===== src/design/lav_pkg.sv =====
// Shared types and constants for the look-at view matrix pipeline.
package lav_pkg;

    localparam int FRAC_BITS_DEF = 16;
    localparam int ELEM_W        = 32;
    // Normalization scales the largest magnitude into [2^(NRM_BITS-1), 2^NRM_BITS).
    localparam int NRM_BITS      = 30;

    typedef logic signed [ELEM_W-1:0] elem_t;

    typedef struct packed {
        elem_t x;
        elem_t y;
        elem_t z;
    } vec3_t;

    typedef struct packed {
        elem_t eye_x;
        elem_t eye_y;
        elem_t eye_z;
        elem_t target_x;
        elem_t target_y;
        elem_t target_z;
        elem_t upward_x;
        elem_t upward_y;
        elem_t upward_z;
    } lav_in_t;

    typedef struct packed {
        elem_t      elem_0;
        elem_t      elem_1;
        elem_t      elem_2;
        elem_t      elem_3;
        logic [1:0] row_index;
        logic       degenerate;
        logic       last_row;
    } lav_out_t;

    typedef enum logic [1:0] {
        ROW_X = 2'd0,
        ROW_Y = 2'd1,
        ROW_Z = 2'd2,
        ROW_W = 2'd3
    } row_t;

    // Data carried alongside the first normalization.
    typedef struct packed {
        vec3_t eye;
        vec3_t up;
    } side1_t;

    // Data carried through the first cross product and second normalization.
    typedef struct packed {
        vec3_t eye;
        vec3_t z_ax;
        logic  deg;
    } side2_t;

    // Data carried through the second cross product and third normalization.
    typedef struct packed {
        vec3_t eye;
        vec3_t z_ax;
        vec3_t x_ax;
        logic  deg;
    } side3_t;

    typedef struct packed {
        vec3_t x_ax;
        vec3_t y_ax;
        vec3_t z_ax;
        vec3_t eye;
        logic  deg;
    } axes_t;

    typedef struct packed {
        vec3_t x_ax;
        vec3_t y_ax;
        vec3_t z_ax;
        elem_t tx;
        elem_t ty;
        elem_t tz;
        logic  deg;
    } mat_t;

endpackage


===== src/design/lav_rows.sv =====
// Output stage: holds one finished matrix and sends it as four row transactions.
module lav_rows #(
    parameter int FRAC_BITS = lav_pkg::FRAC_BITS_DEF
) (
    input  logic              aclk,
    input  logic              aresetn,
    input  logic              pipe_valid,
    input  lav_pkg::mat_t     pipe_mat,
    output logic              en,
    output logic              m_valid,
    output lav_pkg::lav_out_t m_data,
    input  logic              m_ready
);

    localparam int EW = lav_pkg::ELEM_W;

    logic            valid_reg;
    lav_pkg::row_t   row_reg;
    lav_pkg::mat_t   mat_reg;
    lav_pkg::elem_t  one;

    assign one = EW'(1) << FRAC_BITS;

    // The pipeline moves whenever this stage is empty or its final row leaves.
    assign en = !valid_reg || (m_ready && (row_reg == lav_pkg::ROW_W));

    always_ff @(posedge aclk) begin
        if (!aresetn) begin
            valid_reg <= 1'b0;
            row_reg   <= lav_pkg::ROW_X;
        end else if (en) begin
            valid_reg <= pipe_valid;
            row_reg   <= lav_pkg::ROW_X;
        end else if (m_ready) begin
            row_reg   <= lav_pkg::row_t'(2'(row_reg) + 2'd1);
        end
    end

    always_ff @(posedge aclk) begin
        if (en) begin
            mat_reg <= pipe_mat;
        end
    end

    always_comb begin
        m_data.row_index  = 2'(row_reg);
        m_data.degenerate = mat_reg.deg;
        m_data.last_row   = (row_reg == lav_pkg::ROW_W);
        case (row_reg)
            lav_pkg::ROW_X: begin
                m_data.elem_0 = mat_reg.x_ax.x;
                m_data.elem_1 = mat_reg.x_ax.y;
                m_data.elem_2 = mat_reg.x_ax.z;
                m_data.elem_3 = mat_reg.tx;
            end
            lav_pkg::ROW_Y: begin
                m_data.elem_0 = mat_reg.y_ax.x;
                m_data.elem_1 = mat_reg.y_ax.y;
                m_data.elem_2 = mat_reg.y_ax.z;
                m_data.elem_3 = mat_reg.ty;
            end
            lav_pkg::ROW_Z: begin
                m_data.elem_0 = mat_reg.z_ax.x;
                m_data.elem_1 = mat_reg.z_ax.y;
                m_data.elem_2 = mat_reg.z_ax.z;
                m_data.elem_3 = mat_reg.tz;
            end
            default: begin
                m_data.elem_0 = '0;
                m_data.elem_1 = '0;
                m_data.elem_2 = '0;
                m_data.elem_3 = one;
            end
        endcase
    end

    assign m_valid = valid_reg;

    a_row_step: assert property (@(posedge aclk) disable iff (!aresetn)
        (valid_reg && m_ready && (row_reg != lav_pkg::ROW_W))
        |=> (2'(row_reg) == 2'($past(2'(row_reg)) + 2'd1)))
        else $error("row counter did not step after a row transaction");

    a_drain: assert property (@(posedge aclk) disable iff (!aresetn)
        (valid_reg && m_ready && (row_reg == lav_pkg::ROW_W) && !pipe_valid)
        |=> !valid_reg)
        else $error("output still valid after last row with nothing behind it");

    a_stall_only_when_full: assert property (@(posedge aclk) disable iff (!aresetn)
        !en |-> valid_reg)
        else $error("pipeline stalled while output stage is empty");

    a_new_matrix_row0: assert property (@(posedge aclk) disable iff (!aresetn)
        (en && pipe_valid) |=> (valid_reg && (row_reg == lav_pkg::ROW_X)))
        else $error("new matrix did not start at row zero");

endmodule


===== config.mk =====
export PLATFORM = sky130hd
export DESIGN_NAME = lav_rows
export DESIGN_NICKNAME = d
export VERILOG_FILES = /design/src/design/lav_pkg.sv /design/src/design/lav_rows.sv
export SDC_FILE = /design/constraint.sdc
export NUM_CORES = 1
export LEC_CHECK = 0
export BUFFER_PORTS_ARGS = -buffer_cell sky130_fd_sc_hd__buf_2
export CORE_UTILIZATION = 34
export CTS_BUF_LIST = sky130_fd_sc_hd__clkbuf_4
export DETAILED_ROUTE_END_ITERATION = 12
export SETUP_SLACK_MARGIN = 0.05
export SKIP_CTS_REPAIR_TIMING = 1
export SLEW_MARGIN = 10
export SYNTH_ARGS = -nofsm -noshare
export SYNTH_HDL_FRONTEND = slang
export SYNTH_SLANG_ARGS = --single-unit

===== constraint.sdc =====
create_clock -name aclk -period 11 [get_ports aclk]
set_input_delay 1.65 -clock aclk [delete_from_list [all_inputs] [get_ports aclk]]
set_output_delay 1.65 -clock aclk [all_outputs]
set_load 0.03 [all_outputs]

=== Yosys cells after proc, flatten, opt, wreduce, memory -nomap -nowiden ===
Index checks and enable logic that the tools add are counted.

* Output and inout bits: 134
* Bits in registers: 388
* Logic and storage cells: 26

* Mux-type cells: 1
* Eq/ne operators: 3
* Reductions and logical operators: 5
* Add/sub/neg operators: 1
* Bitwise gates (word level): 1

{| class="wikitable"
|+ Operators by type and width
! operator !! number
|-
| case mux 128 bit (3 select lines) || 1
|-
| == test 2 bit, second input constant || 2
|-
| adder 2 x 1 -> 2 bit, second input constant || 1
|-
| == test 2 x 1 -> 1 bit, second input constant || 1
|-
| logical NOT 2 bit || 1
|-
| OR reduction 2 bit || 1
|-
| logical AND 1 bit || 1
|-
| logical NOT 1 bit || 1
|-
| logical OR 1 bit || 1
|-
| inverter 1 bit || 1
|}

=== Logic depth before layout (Yosys ltp) ===
Gate-level depths: netlist (run 1).

* Word-level depth: 4
* Depth in mapped cells: 6
* Gate-level depth less buffers: 4

=== Worst setup path after synthesis (run 1) ===
Ideal clock, no wire load.

* Path type: input -> output
* Start point: in m_ready
* End point: out en
* Slack: 2.799 ns
* Stages on the path: 1
* Arrival time: 6.551 ns
* Cells stage by stage: a21bo_2

* Longest elaborated chain between the ends: 2

{| class="wikitable"
|+ Ends and longest elaborated chain
! what !! RTL line !! RTL
|-
| from (decl) || lav_rows.sv:12 || <nowiki>input logic m_ready</nowiki>
|-
| logical AND 1 bit || lav_rows.sv:25 || <nowiki>assign en = !valid_reg || (m_ready && (row_reg == lav_pkg::ROW_W));</nowiki>
|-
| logical OR 1 bit || lav_rows.sv:25 ||
|-
| to (decl) || lav_rows.sv:9 || <nowiki>output logic en,</nowiki>
|}

No other way between the ends.

==> impl_metrics.ini, run 1 <==
[run_status]
status = complete, no violations

[logic_synthesis]
synth_compound_area_share_pct = 9.32
syn_inst = 715
avgSynthCellArea_sq_um = 19.5
yosys.area_share.simple_pct = 3.55
synth_top_family_by_area = compound AO/OA/AOI/OAI gates
muxShareOfSynthArea_pct = 0.0717
ys_seq_area_share_pct = 83.3
synth.distinct_cells = 18
synth-adder-area-share_pct = 0.359
syn_nets = 1108
yosys_register_bits = 388
syn_area_sq_mm = 0.0140
yosys_warnings = 0
synth_xor_area_share_pct = 0.0628

[pwr]
netSwitchingPower_mw = 0.817
combPwrFrac_pct = 10.3
power_leakage_nw = 7.35
powerDensity_mw_per_mm2 = 182
p_sw_share_pct = 24.8
p_clk_share_pct = 35.6
fin_total_pwr_mw = 3.30
seq_power_share_pct = 54.1
p_int_mw = 2.48
vdd_drop_max_mv = 0.115

[worst_setup_path]
critPathLaunchType = flop
crit_fanout = 65
worstPathRequired_ns = 9.35
cp_top_family = buffers and inverters
slowest_stage = buf_4
slowest_delay_ns = 0.76
crit_type = flop to output pin
crit_buf_inv = 3
crit_path_cell_trace = inv_1, ha_4, buf_4, a222oi_1, nor2_1, buf_2
arrival_ns = 3.63
cp-end-kind = output pin

[detailed_routing]
wl_met2_mm = 19.7
dr_wl_met3_mm = 3.92
top_layer = met5
vias = 9467
antenna_left = 0
first_pass_iters = 7
vias_per_cell = 5.03
post_drt_wl_per_cell_microns = 20.8
drtIter0Drc = 1102
m1WireLength_mm = 14.5
drc = 0
wl_mm = 39.1

[grt]
antenna_found_initial = 11
grt_pass1_wl_mm = 55.8
grt_overflow = 0
grt_max_degree = 187
grt_pass1_vias = 9650
grtUsageTotal_pct = 17.9

[sta]
setup_slack_ns = 5.72
worstMarginPinSlew_ns = 1.26
finClkSkew_ns = 0.0570
tns_ns = 0
rsz0062_at_grt = no
setup_viol = 0
period_share_pct = 48.0
period_needed_ns = 5.28
slew_viol_final = 0
relSlewSlack_pct = 15.7
whs_ns = 0.648
max_freq_ghz = 0.190
finalHoldViolCount = 0

[clocking]
cts_buffers = 99
cts_buffer_depth = 3
clkLatencyLatePin_ns = 0.82
clkTransAtPathRegs_ns = 0.06
htreeDepth = 3
cts-root-buf = clkbuf_4
cts_sinks = 388
tritoncts = built

[finish]
regArea_sq_mm = 0.0116
utilization_pct = 45.2
design_area_sq_mm = 0.0181
num-fill-cells = 3628
multi_input_area_sq_mm = 0.00192
drive_above_1_share_pct = 50.8
final_cells = 1882
nets = 1680
syn_to_final_growth_pct = 29.8
largest_reg_flops = 384

[die]
die_x_microns = 205
start_util_pct = 34.8
num_rows = 73
pin_count = 523
core_sq_mm = 0.0401
die_y_microns = 205
die_area_sq_mm = 0.0419

[placed_design]
placed_cells = 1711
dp_slack_ns = 6.53
dpl.hpwl_mm = 25.3
dpl_cell_area_sq_mm = 0.0169
numPortBuffers = 522
gp_congestion = 0.821

[min_path]
hp-class = flop to flop

[flow_run]
max-cap-violations = 0
-- kinds of logic (layout without fill, tap and decap cells) --
family,count (synthesis),after routing
muxes,1,1
buffers and inverters,60,694
xor gates and xnor gates,1,1
DFF,388,388
other,0,8
AOI/OAI and AO/OA,131,131
adders and majority gates,4,4
and+or+nand+nor,130,130
-- synthesized netlist by cell type --
master	count	area share [%]
a21bo_2	1	0.072
a21boi_0	1	0.054
a21oi_1	1	0.036
a222oi_1	127	9.1
a22oi_1	1	0.054
buf_2	23	0.82
buf_4	1	0.054
buf_6	28	2.3
clkbuf_1	5	0.13
dfxtp_1	3	0.43
edfxtp_1	385	83
ha_1	4	0.36
inv_1	3	0.081
mux2i_1	1	0.072
nand2_1	1	0.027
nor2_1	127	3.4
nor3b_1	2	0.11
xnor2_1	1	0.063
-- cell type report --
cell class                      instances  share of cell area, %
Inverter                                3                 0.0622
Multi-Input combinational cell        267                   10.6
Tap cell                              525                   3.63
Clock inverter                         21                  0.732
Antenna cell                            8                  0.111
Sequential cell                       388                   64.2
Timing Repair Buffer                  528                   14.8
Clock buffer                          142                   5.89
-- routing by layer --
metal | GRT usage, % | up-vias
li1 | - | 4241
met4 | 7.62 | 12
met1 | 20.3 | 4619
met5 | 0 | -
met2 | 29.6 | 519
met3 | 7.54 | 76
-- power by group through the flow --
stage / sequential, mW / clock (mW) / combinational (mW)
floorplan: 1.82 / 0 / 0.198
global placement: 1.81 / 0 / 0.339
detailed placement: 1.82 / 0 / 0.342
CTS: 1.78 / 1.22 / 0.344
global route: 1.79 / 1.29 / 0.365
finish: 1.78 / 1.17 / 0.340
-- path summary, 6_finish.rpt --
path / from / endpoint / slack [ns] / cells after the start
max: row_reg[0] / m_data[123] / 5.72 / 6
min: row_reg[1] / row_reg[1] / 0.65 / 2
max reg2reg: row_reg[0] / mat_reg[277] / 7.73 / 3
min reg2reg: row_reg[1] / row_reg[1] / 0.65 / 2
-- cells in the final DEF, fill, tap and decap left out, drive strengths merged --
cell type / count
edfxtp: 385
diode: 8
buf: 528
clkbuf: 142
a21bo: 1
a21boi: 1
nor3b: 2
clkinv: 14
a21oi: 1
ha: 4
inv: 4
a22oi: 1
dfxtp: 3
a222oi: 127
clkinvlp: 5
bufinv: 1
xnor2: 1
nand2: 1
mux2i: 1
nor2: 127
-- worst register-to-register path, cell delays in order (launching register included) --
cell and delay, ns:
dfxtp_1 0.49, ha_4 0.72, a21bo_4 0.67, buf_12 0.58
Power figures use the tool's default switching activity.
==> inputs of run 2 (changes only) <==
- clock period: 11 -> 4.9 ns (I/O delays scaled with it)
==> run 2 against run 1 <==
Clock-buffer cell count increased by 3. Sequential power increased by 120%. Flip-flop and latch count unchanged. Die area unchanged. Wire length grew 4.4%. Sequential share of layout area fell by 5.9 points. Critical path depth unchanged. Cell count up 9.8%. Utilization rose by 4.6 points. Via count rose by 7.9%. Cell area increased by 10%. Clock skew increased by 0.0051 ns. Largest power group unchanged. Highest routed layer is now met4.
==> impl_metrics.ini, run 2 (synthesis results as in run 1) <==
[min_path]
hp-class = input pin to flop
hold_start = pipe_mat[337]

[finish]
largest_reg_flops = 384
design_area_sq_mm = 0.0199
nets = 1853
final_common_cell = buf_2
num-fill-cells = 3425
final_cell_mix = buf_2 (522), edfxtp_1 (385), dlygate4sd3_1 (167), clkbuf_4 (145)
drive_above_1_share_pct = 45.2
utilization_pct = 49.7
syn_to_final_growth_pct = 42.9

[worst_setup_path]
slowest_stage = ha_4
crit_path_cell_trace = inv_1, ha_4, buf_12, a222oi_1, nor2_1, buf_2
cp-end-kind = output pin
worstPathRequired_ns = 4.16
crit_end = m_data[54]
arrival_ns = 3.11
crit_type = flop to output pin
rr_worst_depth = 3
cp.depth = 6
crit_buf_inv = 3
slowest_delay_ns = 0.69
cp-startpoint = row_reg[0]
critPathLaunchType = flop
r2r_start = row_reg[0]
worstReg2RegEnd = mat_reg[106]
crit_fanout = 58
ff2ff_setup_slack_ns = 2.24
cp_top_family = buffers and inverters

[clocking]
cts-root-buf = clkbuf_4
clkTransAtPathRegs_ns = 0.06
clkLatencyLatePin_ns = 0.83
cts_buffer_depth = 3
cts_sinks = 388
cts_buffers = 100
htreeDepth = 3
tritoncts = built

[detailed_routing]
vias = 10200
antenna_left = 0
drc = 0
vias_per_cell = 4.94
drtIter0Drc = 1275
first_pass_iters = 9
post_drt_wl_per_cell_microns = 19.8
wl_mm = 40.9

[pwr]
powerDensity_mw_per_mm2 = 384
power_leakage_nw = 8.14
vdd_drop_max_mv = 0.235

[die]
pin_count = 523
die_y_microns = 205
die_area_sq_mm = 0.0419
num_rows = 73
die_x_microns = 205
core_sq_mm = 0.0401
start_util_pct = 34.8

[placed_design]
dpl_cell_area_sq_mm = 0.0170
gp_congestion = 0.812
dpl.hpwl_mm = 25.2
dp_slack_ns = 1.92
numPortBuffers = 522

[sta]
setup_viol = 0
period_needed_ns = 3.84
setup_slack_ns = 1.06
relSlewSlack_pct = 36.7
worstMarginPinSlew_ns = 0.950
rsz0062_at_grt = no
tns_ns = 0
period_share_pct = 78.4
slew_viol_final = 0
max_freq_ghz = 0.260
whs_ns = 0.0804
finClkSkew_ns = 0.0621
finalHoldViolCount = 0

[grt]
grtUsageTotal_pct = 17.7
grt_overflow = 0
grt_pass1_vias = 9643
grt_max_degree = 168
grt_pass1_wl_mm = 55.0
antenna_found_initial = 7

[run_status]
status = complete, no violations

[flow_run]
max-cap-violations = 0
run 2: routing by layer:
layer | GRT usage, % | vias to the layer above | wire length [microns] | share of wire, %
li1 | - | 4600 | - | -
met1 | 19.9 | 4996 | 15400 | 38
met4 | 7.70 | 0 | 986 | 2.4
met5 | 0 | - | 0 | 0
met2 | 29.8 | 534 | 20900 | 51
met3 | 6.75 | 82 | 3580 | 8.7
run 2: how the worst min path moves through the flow:
stage                         to  slack, ns  cells after the start
global placement      row_reg[1]       0.63                      2
CTS                 mat_reg[357]      -0.05                      1
global route        mat_reg[368]      -0.02                      1
detailed placement    row_reg[1]       0.63                      2
finish              mat_reg[337]       0.08                      1
floorplan             row_reg[1]       0.69                      2
run 2: cell type report:
type	instances	area (sq um)	area share (%)
sequential	388	11600	58.3
timing repair buffer	700	4440	22.3
multi-input combinational	267	1920	9.64
clock buffer	145	1090	5.46
tap	525	657	3.29
clock inverter	29	174	0.872
antenna	9	22.5	0.113
inverter	3	11.3	0.0565
run 2: power breakdown:
group / switching, mW / leakage, nW / internal, mW
clock network: 1.30 / 0.752 / 1.46
registers: 0.0684 / 3.90 / 3.93
logic: 0.533 / 3.49 / 0.356
run 2: through the flow:
stage / power, mW / std cells
2_1_floorplan: 4.51 / 715
6_report: 7.65 / 2066
3_5_place_dp: 4.85 / 1716
3_3_place_gp: 4.83 / 1716
4_1_cts: 7.64 / 1890
5_1_grt: 7.97 / 2065
==> inputs of run 3 (changes only) <==
- clock period: 4.9 -> 3.2 ns (I/O delays scaled with it)
==> run 3 against run 2 <==
Synthesized cell count is the same. Synthesized area unchanged. The flow now stops in global routing.
==> impl_metrics.ini, run 3 <==
[grt]
grt_max_degree = 87

[logic_synthesis]
synth_edf_count = 385
synth_top_area_share_pct = 82.8
yosysMostFrequentCell = edfxtp_1
synth_top_area_cell = edfxtp_1
ys_top_cells_by_count = edfxtp_1 (385), a222oi_1 (127), nor2_1 (127), buf_6 (28), buf_2 (23)
ys.flop_type = edfxtp_1
syn_area_sq_mm = 0.0140
avgSynthCellArea_sq_um = 19.5
async_reset_ff_share_pct = 0
synth_area_leaders = edfxtp_1 (83%), a222oi_1 (9.1%), nor2_1 (3.4%)
syn_inst = 715
ys_seq_area_share_pct = 83.3
yosys_register_bits = 388
syn_nets = 1108
yosys_warnings = 0
synth.distinct_cells = 18

[sta]
worst-ep-kind = primary output
postGrtWorstEndpoint = m_data[10]

[die]
num_rows = 73
die_y_microns = 205
die_x_microns = 205
pin_count = 523
start_util_pct = 34.8

[placed_design]
numPortBuffers = 522
gp_congestion = 0.846
dpl.hpwl_mm = 26.1
dp_slack_ns = 0.837

[clocking]
cts_sinks = 388
cts_buffers = 102
cts_buffer_depth = 3
htreeDepth = 3
cts-root-buf = clkbuf_4

[run_status]
status = stopped before the end
outcome.stop_stage = global routing
error = [ERROR RSZ-0060] Max buffer count reached.
[run 3: cell counts after synthesis]
No cell type changed its count.
[run 3: cell families after synthesis]
family,synth area share (%)
adder cells (fa/ha/maj),0.359
AO/OA/AOI/OAI,9.32
flip-flops,83.3
multiplexers,0.0717
buffers and inverters,3.35
AND/OR/NAND/NOR,3.55
XOR/XNOR,0.0628
[run 3: per-stage QoR]
stage | hold WS (ns) | instance area, sq um | setup TNS [ns] | instances
2_1_floorplan | 0.579 | 14000 | -372.87 | 715
3_3_place_gp | 0.570 | 17100 | 0 | 1721
3_5_place_dp | 0.584 | 17100 | 0 | 1721
4_1_cts | -0.234 | 18300 | -0.144 | 1898
==> inputs of run 4 (changes only) <==
- CORE_UTILIZATION: 34 -> 20
- CTS_BUF_LIST: sky130_fd_sc_hd__clkbuf_4 -> not set
- PLACE_DENSITY_LB_ADDON: not set -> 0.15
- SETUP_SLACK_MARGIN: 0.05 -> not set
- clock period: 3.2 -> 4.2 ns (I/O delays scaled with it)
==> run 4 against run 3 <==
The flow now finishes without violations.
==> impl_metrics.ini, run 4 (synthesis results as in run 1) <==
[run_status]
status = complete, no violations

[finish]
largest_reg_flops = 384
drive_above_1_share_pct = 48.0
final_cell_mix = buf_2 (522), edfxtp_1 (385), a222oi_1 (127), nor2_1 (127), clkbuf_16 (47)
utilization_pct = 27.7
final_common_cell = buf_2
design_area_sq_mm = 0.0191
nets = 1641
syn_to_final_growth_pct = 36.8

[detailed_routing]
antenna_left = 0
vias_per_cell = 4.10
drc = 0
first_pass_iters = 8
wl_mm = 45.7
vias = 9105
drtIter0Drc = 838
post_drt_wl_per_cell_microns = 20.6

[clocking]
cts-root-buf = clkbuf_16
htreeDepth = 2
clkLatencyLatePin_ns = 0.57
cts_buffer_depth = 3
cts_sinks = 388
tritoncts = built
cts_buffers = 46
clkTransAtPathRegs_ns = 0.06

[grt]
grt_pass1_vias = 9625
grt_pass1_wl_mm = 64.4
antenna_found_initial = 15
grtUsageTotal_pct = 12.4
grt_overflow = 0
grt_max_degree = 130

[pwr]
powerDensity_mw_per_mm2 = 500
power_leakage_nw = 7.47
vdd_drop_max_mv = 0.322

[sta]
whs_ns = 0.233
max_freq_ghz = 0.298
worstMarginPinSlew_ns = 0.879
setup_viol = 0
setup_slack_ns = 0.850
relSlewSlack_pct = 41.4
finClkSkew_ns = 0.0232
slew_viol_final = 0
finalHoldViolCount = 0
rsz0062_at_grt = no
tns_ns = 0
period_needed_ns = 3.35
period_share_pct = 79.8

[die]
die_area_sq_mm = 0.0708
num_rows = 96
core_sq_mm = 0.0688
pin_count = 523
die_y_microns = 266
start_util_pct = 20.3
die_x_microns = 266

[min_path]
hp-class = input pin to flop
hold_start = pipe_mat[66]
min_to = mat_reg[66]
min_path_cells = 1

[worst_setup_path]
slowest_stage = ha_4
r2r_start = row_reg[0]
slowest_delay_ns = 0.56
crit_fanout = 55
worstReg2RegEnd = mat_reg[11]
worstPathRequired_ns = 3.57
ff2ff_setup_slack_ns = 2.13
crit_path_cell_trace = inv_1, ha_4, buf_12, a222oi_1, nor2_1, buf_2
cp-end-kind = output pin
arrival_ns = 2.72
rr_worst_depth = 4
critPathLaunchType = flop
crit_type = flop to output pin

[flow_run]
max-cap-violations = 0

[placed_design]
dpl_cell_area_sq_mm = 0.0176
numPortBuffers = 522
gp_congestion = 0.752
dp_slack_ns = 1.41
dpl.hpwl_mm = 30.3
## run 4: worst max-delay path by stage
stage / start / end / depth (start not counted)
6_report: row_reg[0] / m_data[26] / 6
5_1_grt: row_reg[0] / m_data[26] / 6
4_1_cts: row_reg[0] / m_data[26] / 6
3_5_place_dp: row_reg[0] / m_data[26] / 6
3_3_place_gp: row_reg[0] / m_data[26] / 6
2_1_floorplan: row_reg[0] / en / 2
## run 4: metrics by stage
| step | instances | power [mW] |
|---|---|---|
| 6_report | 2220 | 9.55 |
| 4_1_cts | 2215 | 9.74 |
| 2_1_floorplan | 715 | 5.26 |
| 5_1_grt | 2219 | 9.95 |
| 3_3_place_gp | 2131 | 5.68 |
| 3_5_place_dp | 2131 | 5.69 |
## run 4: power breakdown
part / total, mW / internal [mW] / switching, mW
combinational: 0.923 / 0.321 / 0.602
clock: 3.96 / 2.36 / 1.61
sequential: 4.66 / 4.58 / 0.0754
total: 9.55 / 7.26 / 2.28
## run 4: layout make-up
cell class,instances,area (sq um)
Clock buffer,57,1210
Fill cell,7073,49700
Multi-Input combinational cell,267,1920
Timing Repair Buffer,542,2860
Tap cell,931,1160
Inverter,3,11.3
Antenna cell,5,12.5
Sequential cell,388,11600
Clock inverter,27,268
## run 4: layer usage
layer | wire length, microns | GRT usage, % | part of all wire, %
met1 | 17000 | 14.0 | 37
met2 | 23500 | 21.6 | 51
met3 | 4130 | 4.24 | 9.1
met4 | 948 | 3.96 | 2.1
met5 | 112 | 0 | 0.25
## run 4: critical path, delay by kind of cell (launching register included)
kind | cells | cell delay (ns)
fa+ha+maj | 1 | 0.56
buf+inv | 3 | 0.72
simple gates | 1 | 0.17
compound gates | 1 | 0.19
flops | 1 | 0.37
